[src/rtl/fsp_pkg.sv]
// shared types, character codes and helpers for the format specifier parser
package fsp_pkg;

  localparam int unsigned NumW = 31;

  localparam logic [7:0] CH_HASH    = 8'h23;
  localparam logic [7:0] CH_MINUS   = 8'h2D;
  localparam logic [7:0] CH_PLUS    = 8'h2B;
  localparam logic [7:0] CH_SPACE   = 8'h20;
  localparam logic [7:0] CH_ZERO    = 8'h30;
  localparam logic [7:0] CH_NINE    = 8'h39;
  localparam logic [7:0] CH_DOT     = 8'h2E;
  localparam logic [7:0] CH_LONG    = 8'h6C;
  localparam logic [7:0] CH_PERCENT = 8'h25;
  localparam logic [7:0] CH_C       = 8'h63;
  localparam logic [7:0] CH_S       = 8'h73;
  localparam logic [7:0] CH_P       = 8'h70;
  localparam logic [7:0] CH_D       = 8'h64;
  localparam logic [7:0] CH_I       = 8'h69;
  localparam logic [7:0] CH_U       = 8'h75;
  localparam logic [7:0] CH_LX      = 8'h78;
  localparam logic [7:0] CH_UX      = 8'h58;
  localparam logic [7:0] CH_F       = 8'h66;

  typedef enum logic [2:0] {
    PH_FLAGS = 3'd0,
    PH_WIDTH = 3'd1,
    PH_PREC  = 3'd2,
    PH_LONG  = 3'd3,
    PH_DONE  = 3'd4
  } fsp_phase_t;

  typedef enum logic [1:0] {
    ST_OK        = 2'd0,
    ST_WIDTH_OVF = 2'd1,
    ST_BAD_CONV  = 2'd2
  } fsp_status_t;

  typedef struct packed {
    logic long_mod;
    logic dot;
    logic zero_pad;
    logic space_sign;
    logic force_sign;
    logic left_align;
    logic alt_form;
  } fsp_flags_t;

  typedef struct packed {
    logic              prec_overflow;
    logic [NumW-1:0]   prec_value;
    logic [NumW-1:0]   field_width;
    logic              long_mod;
    logic              has_precision;
    logic              zero_pad;
    logic              space_sign;
    logic              force_sign;
    logic              left_align;
    logic              alt_form;
    logic [7:0]        conv_char;
    fsp_status_t       status;
  } fsp_result_t;

  function automatic logic known_conv(input logic [7:0] c);
    logic hit;
    hit = (c == CH_PERCENT) || (c == CH_C) || (c == CH_S) || (c == CH_P) ||
          (c == CH_D) || (c == CH_I) || (c == CH_U) || (c == CH_LX) ||
          (c == CH_UX) || (c == CH_F);
    return hit;
  endfunction

endpackage

[src/rtl/fsp_dec_acc.sv]
// decimal accumulate step: acc * 10 + digit with 31-bit overflow detect
module fsp_dec_acc (
  input  logic [fsp_pkg::NumW-1:0] acc,
  input  logic [3:0]               digit,
  output logic [fsp_pkg::NumW-1:0] sum,
  output logic                     ovf
);
  import fsp_pkg::*;

  logic [NumW+3:0] wide;

  // times ten as shift-and-add
  assign wide = {1'b0, acc, 3'b000} + {3'b000, acc, 1'b0} + {{NumW{1'b0}}, digit};
  assign sum  = wide[NumW-1:0];
  assign ovf  = |wide[NumW+3:NumW];

endmodule

[src/rtl/fsp_out_reg.sv]
// result register with stream handshake toward the consumer
module fsp_out_reg (
  input  logic                clk,
  input  logic                rst_n,
  input  logic                load,
  input  fsp_pkg::fsp_result_t load_data,
  input  logic                tready,
  output logic                tvalid,
  output fsp_pkg::fsp_result_t data,
  output logic                free
);
  import fsp_pkg::*;

  logic        valid_r, valid_nxt;
  fsp_result_t data_r;

  assign free = !valid_r || tready;

  always_comb begin
    if (load) begin
      valid_nxt = 1'b1;
    end else if (tready) begin
      valid_nxt = 1'b0;
    end else begin
      valid_nxt = valid_r;
    end
  end

  always_ff @(posedge clk) begin
    if (!rst_n) begin
      valid_r <= 1'b0;
    end else begin
      valid_r <= valid_nxt;
    end
  end

  always_ff @(posedge clk) begin
    if (load) begin
      data_r <= load_data;
    end
  end

  assign tvalid = valid_r;
  assign data   = data_r;

endmodule

[src/rtl/format_spec_parser.sv]
// format specifier parser top level: phase tracking, field collection, result stream
// a terminating byte shows its result in the cycle after it is accepted
// throughput: one byte per cycle unless stalled; parse state updates in the accept
//   cycle, so the multiply-by-ten add plus phase decode is the only path per byte
// in_tready drops only while the result register is full and not being taken
// reset (rst_n low, synchronous): flags phase, all fields clear, no result pending
module format_spec_parser (
  input  logic        clk,
  input  logic        rst_n,
  // input transaction
  input  logic        in_tvalid,
  output logic        in_tready,
  input  logic [7:0]  in_tdata,   // [7:0] ch
  input  logic [0:0]  in_tuser,   // [0] start_req
  // result transaction
  output logic        out_tvalid,
  input  logic        out_tready,
  // [1:0] status, [9:2] conv_char, [10] alt_form, [11] left_align,
  // [12] force_sign, [13] space_sign, [14] zero_pad, [15] has_precision,
  // [16] long_mod, [47:17] field_width, [78:48] prec_value, [79] prec_overflow
  output logic [79:0] out_tdata
);
  import fsp_pkg::*;

  // parse state
  fsp_phase_t      phase_r, phase_nxt;
  fsp_flags_t      flags_r, flags_nxt;
  logic [NumW-1:0] wacc_r, wacc_nxt;
  logic [NumW-1:0] pacc_r, pacc_nxt;
  logic            povf_r, povf_nxt;

  // state as seen by this byte (start_req clears it first)
  fsp_phase_t      cur_phase;
  fsp_flags_t      cur_flags;
  logic [NumW-1:0] cur_wacc;
  logic [NumW-1:0] cur_pacc;
  logic            cur_povf;

  logic [7:0]      ch;
  logic            start;
  logic            is_digit;
  logic            in_xfer;
  logic            out_free;

  logic [NumW-1:0] wsum, psum;
  logic            wovf, povf_step;

  logic            do_wdigit, do_after, do_finish;
  logic            emit;
  logic            prec_ok;
  fsp_result_t     res;
  fsp_result_t     out_res;

  assign ch       = in_tdata;
  assign start    = in_tuser[0];
  assign is_digit = (ch >= CH_ZERO) && (ch <= CH_NINE);
  assign in_xfer  = in_tvalid && in_tready;

  // a new transaction is taken whenever the result register can absorb one
  assign in_tready = out_free;

  assign cur_phase = start ? PH_FLAGS : phase_r;
  assign cur_flags = start ? '0 : flags_r;
  assign cur_wacc  = start ? '0 : wacc_r;
  assign cur_pacc  = start ? '0 : pacc_r;
  assign cur_povf  = start ? 1'b0 : povf_r;

  // width and precision each get their own times-ten adder
  fsp_dec_acc u_wacc (
    .acc   (cur_wacc),
    .digit (ch[3:0]),
    .sum   (wsum),
    .ovf   (wovf)
  );

  fsp_dec_acc u_pacc (
    .acc   (cur_pacc),
    .digit (ch[3:0]),
    .sum   (psum),
    .ovf   (povf_step)
  );

  always_comb begin
    phase_nxt = cur_phase;
    flags_nxt = cur_flags;
    wacc_nxt  = cur_wacc;
    pacc_nxt  = cur_pacc;
    povf_nxt  = cur_povf;
    do_wdigit = 1'b0;
    do_after  = 1'b0;
    do_finish = 1'b0;
    emit      = 1'b0;
    prec_ok   = cur_flags.dot && !cur_povf;

    res.status        = ST_OK;
    res.conv_char     = ch;
    res.alt_form      = cur_flags.alt_form;
    res.left_align    = cur_flags.left_align;
    res.force_sign    = cur_flags.force_sign;
    res.space_sign    = cur_flags.space_sign;
    res.zero_pad      = cur_flags.zero_pad;
    res.has_precision = prec_ok;
    res.long_mod      = cur_flags.long_mod;
    res.field_width   = cur_wacc;
    res.prec_value    = prec_ok ? cur_pacc : '0;
    res.prec_overflow = cur_povf;

    case (cur_phase)
      PH_FLAGS: begin
        if (ch == CH_HASH) begin
          flags_nxt.alt_form = 1'b1;
        end else if (ch == CH_MINUS) begin
          flags_nxt.left_align = 1'b1;
        end else if (ch == CH_PLUS) begin
          flags_nxt.force_sign = 1'b1;
        end else if (ch == CH_SPACE) begin
          flags_nxt.space_sign = 1'b1;
        end else if (ch == CH_ZERO) begin
          // single zero flag, then straight into the width digits
          flags_nxt.zero_pad = 1'b1;
          phase_nxt          = PH_WIDTH;
        end else if (is_digit) begin
          do_wdigit = 1'b1;
        end else begin
          do_after = 1'b1;
        end
      end
      PH_WIDTH: begin
        if (is_digit) begin
          do_wdigit = 1'b1;
        end else begin
          do_after = 1'b1;
        end
      end
      PH_PREC: begin
        if (is_digit) begin
          // once overflowed, further digits are swallowed
          if (!cur_povf) begin
            if (povf_step) begin
              povf_nxt = 1'b1;
              pacc_nxt = '0;
            end else begin
              pacc_nxt = psum;
            end
          end
        end else if (ch == CH_LONG) begin
          flags_nxt.long_mod = 1'b1;
          phase_nxt          = PH_LONG;
        end else begin
          do_finish = 1'b1;
        end
      end
      PH_LONG: begin
        do_finish = 1'b1;
      end
      default: begin
        // specifier finished: ignore bytes until the next start
      end
    endcase

    if (do_wdigit) begin
      if (wovf) begin
        // abort: report width so far, no conversion byte, no precision
        emit                = 1'b1;
        res.status          = ST_WIDTH_OVF;
        res.conv_char       = '0;
        res.has_precision   = 1'b0;
        res.prec_value      = '0;
        res.prec_overflow   = 1'b0;
        phase_nxt           = PH_DONE;
      end else begin
        wacc_nxt  = wsum;
        phase_nxt = PH_WIDTH;
      end
    end

    if (do_after) begin
      if (ch == CH_DOT) begin
        flags_nxt.dot = 1'b1;
        pacc_nxt      = '0;
        phase_nxt     = PH_PREC;
      end else if (ch == CH_LONG) begin
        flags_nxt.long_mod = 1'b1;
        phase_nxt          = PH_LONG;
      end else begin
        do_finish = 1'b1;
      end
    end

    if (do_finish) begin
      emit       = 1'b1;
      res.status = known_conv(ch) ? ST_OK : ST_BAD_CONV;
      phase_nxt  = PH_DONE;
    end
  end

  always_ff @(posedge clk) begin
    if (!rst_n) begin
      phase_r <= PH_FLAGS;
      flags_r <= '0;
      wacc_r  <= '0;
      pacc_r  <= '0;
      povf_r  <= 1'b0;
    end else if (in_xfer) begin
      phase_r <= phase_nxt;
      flags_r <= flags_nxt;
      wacc_r  <= wacc_nxt;
      pacc_r  <= pacc_nxt;
      povf_r  <= povf_nxt;
    end
  end

  // result register parts the two stream sides
  fsp_out_reg u_out (
    .clk       (clk),
    .rst_n     (rst_n),
    .load      (in_xfer && emit),
    .load_data (res),
    .tready    (out_tready),
    .tvalid    (out_tvalid),
    .data      (out_res),
    .free      (out_free)
  );

  assign out_tdata = {out_res.prec_overflow, out_res.prec_value, out_res.field_width,
                      out_res.long_mod, out_res.has_precision, out_res.zero_pad,
                      out_res.space_sign, out_res.force_sign, out_res.left_align,
                      out_res.alt_form, out_res.conv_char, out_res.status};

  // a finished specifier stays finished until a start byte arrives
  a_done_holds: assert property (@(posedge clk) disable iff (!rst_n)
    (in_xfer && !start && phase_r == PH_DONE) |=> (phase_r == PH_DONE))
    else $error("parser left done phase without start");

  // every emitted result leaves the parser in the done phase
  a_emit_done: assert property (@(posedge clk) disable iff (!rst_n)
    (in_xfer && emit) |=> (phase_r == PH_DONE && out_tvalid))
    else $error("result emitted without closing the specifier");

  // precision reported present never coexists with precision overflow
  a_prec_excl: assert property (@(posedge clk) disable iff (!rst_n)
    out_tvalid |-> !(out_tdata[15] && out_tdata[79]))
    else $error("precision both present and overflowed");

  // width abort carries no conversion byte and no precision
  a_wovf_fields: assert property (@(posedge clk) disable iff (!rst_n)
    (out_tvalid && out_res.status == ST_WIDTH_OVF) |->
      (out_res.conv_char == '0 && !out_res.has_precision && out_res.prec_value == '0))
    else $error("width overflow result carries conversion or precision");

endmodule
[config.mk]
export PLATFORM = sky130hd
export DESIGN_NAME = format_spec_parser
export DESIGN_NICKNAME = d
export VERILOG_FILES = /design/src/rtl/fsp_pkg.sv /design/src/rtl/fsp_dec_acc.sv /design/src/rtl/fsp_out_reg.sv /design/src/rtl/format_spec_parser.sv
export SDC_FILE = /design/constraint.sdc
export NUM_CORES = 1
export LEC_CHECK = 0
export ABC_AREA = 0
export CORE_UTILIZATION = 45
export CTS_CLUSTER_SIZE = 20
export DETAILED_ROUTE_END_ITERATION = 10
export DONT_BUFFER_PORTS = 1
export PLACE_DENSITY_LB_ADDON = 0.05
export SETUP_SLACK_MARGIN = 0.02
export SKIP_CTS_REPAIR_TIMING = 1
export SYNTH_ARGS = -nofsm -noshare
export SYNTH_HDL_FRONTEND = slang
export SYNTH_SLANG_ARGS = --single-unit
[constraint.sdc]
create_clock -name clk -period 9.9 [get_ports clk]
set_input_delay 0.495 -clock clk [delete_from_list [all_inputs] [get_ports clk]]
set_output_delay 0.495 -clock clk [all_outputs]
set_load 0.03 [all_outputs]
### Word level (Yosys, flattened, before mapping)

Index checks and enable logic that the tools add are counted.

* add/sub/neg operators: 4
* magnitude comparators: 2
* eq/ne operators: 20
* multiplexer cells: 82
* reduce and logical (&&, ||, !) cells: 20

Operators with widths (count)
* $mux 31: 11
* $eq 8x7->1 const B: 10
* $add 34x32->35: 2
* $add 35x4->35: 2
* $mux 32: 2
* $eq 8x6->1 const B: 7
* $mux 3: 15
* $mux 1: 41
* $mux 10: 2
* $logic_or 1x1->1: 10
* $ge 8x6->1 const B: 1
* $le 8x6->1 const B: 1
* $mux 2: 4
* $reduce_or 4->1: 2
* $mux 7: 1
* $eq 3x2->1 const B: 2
* $pmux 1 s2: 3
* $pmux 3 s2: 1
* $mux 5: 1
* $logic_and 1x1->1: 4
* $mux 4: 1
* $eq 3x1->1 const B: 1
* $logic_not 3->1: 1
* $logic_not 1->1: 2
* $reduce_bool 2->1: 1

* bits in registers: 154
* bits of input ports: 13
* output and inout bits: 82
* word-level logic and storage cells: 152

### Longest topological paths before layout

* depth after elaboration: 14
* gate-level depth with buffers: 18
* gate-level depth less buffers: 15

### Modules after synthesis

A second synthesis with hierarchy kept.

* cell total of the unflattened synthesis: 1193
* area, all modules: 11094.4 sq um

By module, submodules not included
* format_spec_parser: times used 1, cells an instance 547, area each 4254.1 sq um
* fsp_out_reg: times used 1, cells an instance 84, area each 2451.1 sq um
* fsp_dec_acc (u_wacc): times used 1, cells an instance 288, area each 2214.6 sq um
* fsp_dec_acc (u_pacc): times used 1, cells an instance 274, area each 2174.6 sq um

### Least setup slack after synthesis

Ideal clock, no wire load.

* path kind: input -> register
* start point: in in_tuser
* end point: reg u_out.data_r, in the netlist u_out.data[0] (enable)
* data arrival time: 7356 ps
* data required time: 9354 ps
* path slack: 1997 ps
* cell stages on the path: 15
* path buffers: 3
* cell sequence: clkbuf_1 -> clkbuf_1 -> clkbuf_1 -> nor2b_1 -> ha_1 -> ha_1 -> fa_1 -> a211oi_1 -> o21ai_0 -> o2111ai_1 -> and4b_1 -> o211ai_1 -> nand4_2 -> o21bai_2 -> a21oi_1

* cells in the longest elaborated chain, start to end: 8
* elaborated cells between the ends (all ways): 19

RTL lines
* start, declared: line format_spec_parser.sv:14 `input logic [0:0] in_tuser,`
* $mux 31: line format_spec_parser.sv:64 `assign cur_wacc = start ? '0 : wacc_r;`
* via cur_wacc[1]: line format_spec_parser.sv:35 `logic [NumW-1:0] cur_wacc;`
* $add 34x32->35: line fsp_dec_acc.sv:13 `assign wide = {1'b0, acc, 3'b000} + {3'b000, acc, 1'b0} + {{NumW{1'b0}}, digit};`
* $add 35x4->35: line fsp_dec_acc.sv:13
* $reduce_or 4->1: line fsp_dec_acc.sv:15 `assign ovf = |wide[NumW+3:NumW];`
* $mux 1: line format_spec_parser.sv:162 `if (wovf) begin`
* $mux 1: line format_spec_parser.sv:161 `if (do_wdigit) begin`
* $mux 1: line format_spec_parser.sv:190 `if (do_finish) begin`
* $logic_and 1x1->1: line format_spec_parser.sv:217 `.load (in_xfer && emit),`
* via u_out.load: line fsp_out_reg.sv:5 `input logic load,`
* end signal, assigned: line fsp_out_reg.sv:39 `data_r <= load_data;`
* end, declared: line fsp_out_reg.sv:15 `fsp_result_t data_r;`

The timed path passes the listed nets, and every way through them passes these cells.
A chain may end at the register's enable or synchronous reset.

### Worst setup path after layout

* start point: reg pacc_r[0]
* end point: reg pacc_r[8]

* cells in the longest elaborated chain, start to end: 10

RTL lines
* start, declared: line format_spec_parser.sv:29 `logic [NumW-1:0] pacc_r, pacc_nxt;`
* start signal, assigned: line format_spec_parser.sv:208 `pacc_r <= pacc_nxt;`
* $mux 31 (*): line format_spec_parser.sv:65 `assign cur_pacc = start ? '0 : pacc_r;`
* $add 34x32->35 (*): line fsp_dec_acc.sv:13
* $add 35x4->35 (*): line fsp_dec_acc.sv:13
* $reduce_or 4->1: line fsp_dec_acc.sv:15
* $mux 31 (*): line format_spec_parser.sv:139 `if (povf_step) begin`
* $mux 31 (*): line format_spec_parser.sv:138 `if (!cur_povf) begin`
* $mux 31 (*): line format_spec_parser.sv:136 `if (is_digit) begin`
* $mux 31 (*): line format_spec_parser.sv:108 `case (cur_phase)`
* $mux 31: line format_spec_parser.sv:178 `if (ch == CH_DOT) begin`
* $mux 31 (*): line format_spec_parser.sv:177 `if (do_after) begin`

Every way passes the cells marked *; elsewhere a longest branch is shown, timed or not.

==> impl.org <==
** Worst setup path
- For this run, the slowest stage of the critical path takes 0.85 ns.
- On the critical path, the stage with the largest delay is an instance of a2111oi_4.
- In this run the worst setup path terminates at pacc_r[8].
- Flop2flop setup slack :: 4.82 ns
- Data arrival time of the critical path :: 5.42 ns
- The worst register-to-register path begins at pacc_r[0].
- Critical path class :: reg2reg
- STA classifies the critical path endpoint as a flop.
- RR Endpoint :: pacc_r[8]
- Along the worst path, the maximum fanout reaches 15.
- Start point of the critical path :: pacc_r[0]
- Ordered cell list for the critical path :: nor2b_1 -> xnor2_1 -> ha_1 -> inv_1 -> fa_1 -> nand2b_1 -> a21o_1 -> a31o_2 -> a31oi_1 -> a31o_2 -> nand3_1 -> a2111oi_4 -> nand3_1 -> o21ai_0
- For the worst setup path, the data required time is 10.24 ns.
- The worst setup path is launched from a flop.
- FF-to-FF path depth :: 14

** Pwr
- For this design the static power due to leakage is 0.00470 uW.
- Summed over all nets, the switching power comes to 369 uW.
- Part of the power in combinational logic :: 0.038
- Share of power burned in registers :: 0.510
- The worst-case IR drop observed on VDD is 0.0874 mV.
- P per Cell Area :: 133 nW/um2
- Total power after layout :: 1480 uW
- Of the total power, the share spent switching nets is 0.249.
- The internal portion of the total power is 1110 uW.
- Of the total power, the clock network draws 0.452.

** Floorplan
- The floorplan has 55 rows.
- From bottom edge to top edge, the die measures 154 um.
- The floorplan step set the die width to 154 um.
- 95 I/O pins were placed.
- Die area :: 23600 um2
- The region available for standard cell placement spans 22600 um2.
- The initial utilization of the core area, before any placement, comes to 0.459.

** Min path
- Along the worst hold path, the cell count comes to 0.
- The worst hold path belongs to the class in2reg.

** Synth
- Number of enable flip-flop cells after synthesis :: 80
- Synthesis produced a netlist with a net count of 1230.
- In this run the mean area of a mapped cell was 9.48 um2.
- Summed instance area of the synthesized netlist :: 10400 um2
- Share of async-settable or async-resettable flops after synthesis :: 0
- Number of library cell types mapped by synthesis :: 74
- Most used flip-flop cell after synthesis :: edfxtp_1
- After synthesis the netlist holds a flip-flop and latch count of 154.
- Cell count after synthesis :: 1092
- For this run, the register share of the synthesized area comes to 0.375.
- Yosys printed 0 warnings.

** Place
- DPL Wire Length :: 18.3 mm
- At the placement stage, the worst setup path has a slack of 4.55 ns.
- Placer congestion estimate :: 0.836
- Port Buffers :: 0

** Global route
- In the global route stage, overall resource usage came out at 0.222.
- Entering global routing, the biggest net connects 72 pins.
- After global routing the overflow that remains totals 0.
- First-pass GRT wire length :: 41.8 mm
- The via count of the first global-routing pass is 7664.
- Initial antenna violation count :: 0

** STA
- At the pin with the least slew margin, the transition time is 1.09 ns.
- Final-layout setup total negative slack :: 0 ns
- Worst Clk Skew :: 0.0128 ns
- The worst path needs 5.08 ns of the cycle, external delays included.
- The final number of max-transition violations was 0.
- Tightest slew margin relative to the limit :: 0.276
- Maximum clock frequency :: 0.197 GHz
- Setup violations remaining at the end of the flow were counted as 0.
- Setup repair after global routing missed its margin :: false
- In the finished design, the share of the clock period the worst path needs comes to 0.514.
- Across all setup checks in the final design, the least slack found is 4.82 ns.
- Number of hold-slack violations in the final timing report :: 0

** Flow run
- The tool flagged a number of max-cap violations equal to 0.

** Finish
- The top cell types in the final layout, fill and taps aside, are ha_1, a21oi_1, nand2_1, edfxtp_1, dfxtp_1.
- Inserted Diodes :: 0
- In the final layout, the multi-input gates occupy 6170 um2.
- Of the cells placed in the final design, the portion with a size suffix greater than 1 is 0.0537.
- Leaving out fill and tap cells, the most frequent cell in the layout is ha_1.
- Net total in the final layout :: 1206
- Compared with the post-synthesis result, the final layout area differs by 7.60%.
- Across the whole layout, storage elements account for 3880 um2.
- Fill count :: 2171

** Clock tree
- Number of buffers added by the clock tree synthesis step :: 17
- Clock tree synthesis selected as its root buffer the cell clkbuf_16.
- For this design, the sink count on the clock tree is 154.
- The clock passes through at most 2 buffers.
- Clock edge transition at the registers on the reported setup and hold paths :: 0.06 ns
- TritonCTS built the clock tree.
- Clock latency on the worst-skew pair, taken at its later pin, is 0.43 ns.
- H-Tree Level Count :: 4

** Routing
- For this run, design rule violations remaining after detail routing come to 0.
- Summed over all layers, the routed wires come to 25.3 mm.
- The first TritonRoute pass finished after 5 iterations.
- After the first detailed-routing iteration, the DRC count stood at 657.
- Vias after detailed routing :: 7974
- Once detail routing completed, the nets flagged for antenna violations numbered 0.
- Using the TritonRoute via totals, the vias-per-cell ratio works out to 5.84.
- Wirelength per Cell :: 18.5 um

** Outcome
- Run status :: finished clean
cells in the mapped netlist, types with 3 or more instances:
master | instances | share of area
ha_1 | 122 | 0.15
a21oi_1 | 94 | 0.045
edfxtp_1 | 80 | 0.23
nand2_1 | 80 | 0.029
dfxtp_1 | 74 | 0.14
nor2b_1 | 70 | 0.042
nor2_1 | 67 | 0.024
o21ai_0 | 56 | 0.027
and2_1 | 48 | 0.029
xnor2_1 | 35 | 0.030
a22o_1 | 32 | 0.027
inv_1 | 28 | 0.010
clkbuf_1 | 25 | 0.0091
a21o_1 | 22 | 0.016
xor2_1 | 22 | 0.019
nand3_1 | 20 | 0.0097
buf_2 | 17 | 0.0082
nand4_1 | 17 | 0.010
o21ai_1 | 16 | 0.0077
o211ai_1 | 12 | 0.0087
o21bai_1 | 10 | 0.0073
a31oi_1 | 9 | 0.0054
nor3_1 | 9 | 0.0044
a41oi_1 | 8 | 0.0068
nand2b_1 | 8 | 0.0048
a211oi_1 | 7 | 0.0051
o21a_1 | 7 | 0.0051
a22oi_1 | 6 | 0.0044
and3_1 | 6 | 0.0036
a31o_2 | 4 | 0.0034
o2111ai_1 | 4 | 0.0034
o22ai_1 | 4 | 0.0024
o31ai_1 | 4 | 0.0029
or2_2 | 4 | 0.0024
a21oi_2 | 3 | 0.0025
a32oi_1 | 3 | 0.0025
buf_6 | 3 | 0.0033
fa_1 | 3 | 0.0058
nor3b_1 | 3 | 0.0022
or3_1 | 3 | 0.0018
state kept, by name, indices dropped and copies added, names as in the netlist:
register	flops
povf_r	1
wacc_r	31
pacc_r	31
flags_r	7
u_out.data	80
u_out.tvalid	1
phase_r	3
stage by stage:
stage	instances	hold WS (ns)	utilization	instance area [um2]
global placement	1334	0.441	0.467	10600
finish	1366	0.164	0.494	11100
global route	1366	0.139	0.494	11100
CTS	1366	0.151	0.494	11100
floorplan	1092	0.429	-	10400
detailed placement	1334	0.444	0.467	10600
logic make-up (layout without fill, tap and decap cells):
family | after synthesis | count (layout) | synth area share
buffers and inverters | 76 | 65 | 0.0320
AND/OR/NAND/NOR | 348 | 348 | 0.176
AO/OA/AOI/OAI | 330 | 330 | 0.213
multiplexers | 2 | 2 | 0.00193
adder cells (fa/ha/maj) | 125 | 125 | 0.153
flip-flops | 154 | 154 | 0.375
XOR/XNOR | 57 | 57 | 0.0482
worst max-delay path, delay by kind of cell, from the launching register on:
family | cells | cell delay [ns]
compound gates | 6 | 2.27
simple gates | 4 | 1.45
fa+ha+maj | 2 | 0.76
flops | 1 | 0.34
xor+xnor | 1 | 0.12
buf+inv | 1 | 0.06
worst min-delay path by stage:
stage                start       endpoint  slack [ns]
4_1_cts        in_tdata[7]  u_out.data[9]        0.15
2_1_floorplan   pacc_r[27]     pacc_r[27]        0.43
3_3_place_gp    pacc_r[25]     pacc_r[25]        0.44
6_report       in_tdata[7]  u_out.data[9]        0.16
3_5_place_dp    pacc_r[16]     pacc_r[16]        0.44
5_1_grt        in_tdata[7]  u_out.data[9]        0.14
area by class of cell:
| cell class | count | area share |
|---|---|---|
| sequential | 154 | 0.349 |
| clock buffer | 21 | 0.0395 |
| clock inverter | 11 | 0.0133 |
| multi-input combinational | 862 | 0.554 |
| timing repair buffer | 4 | 0.00270 |
| tap | 285 | 0.0320 |
| inverter | 29 | 0.00977 |
layer usage:
layer	global-route usage	routed length [um]
met3	0.0443	1170
met5	0	0
met1	0.347	14000
met2	0.310	9980
met4	0.0462	201
power by group through the flow:
stage                     combinational [uW]  clock, uW  sequential (uW)
after floorplan                         46.0          0              771
after global placement                  57.7          0              770
after detailed placement                57.5          0              769
after CTS                               57.9        680              756
after global routing                    63.5        711              758
final                                   56.2        670              756
Note: power is estimated with default switching activity, not from simulation.
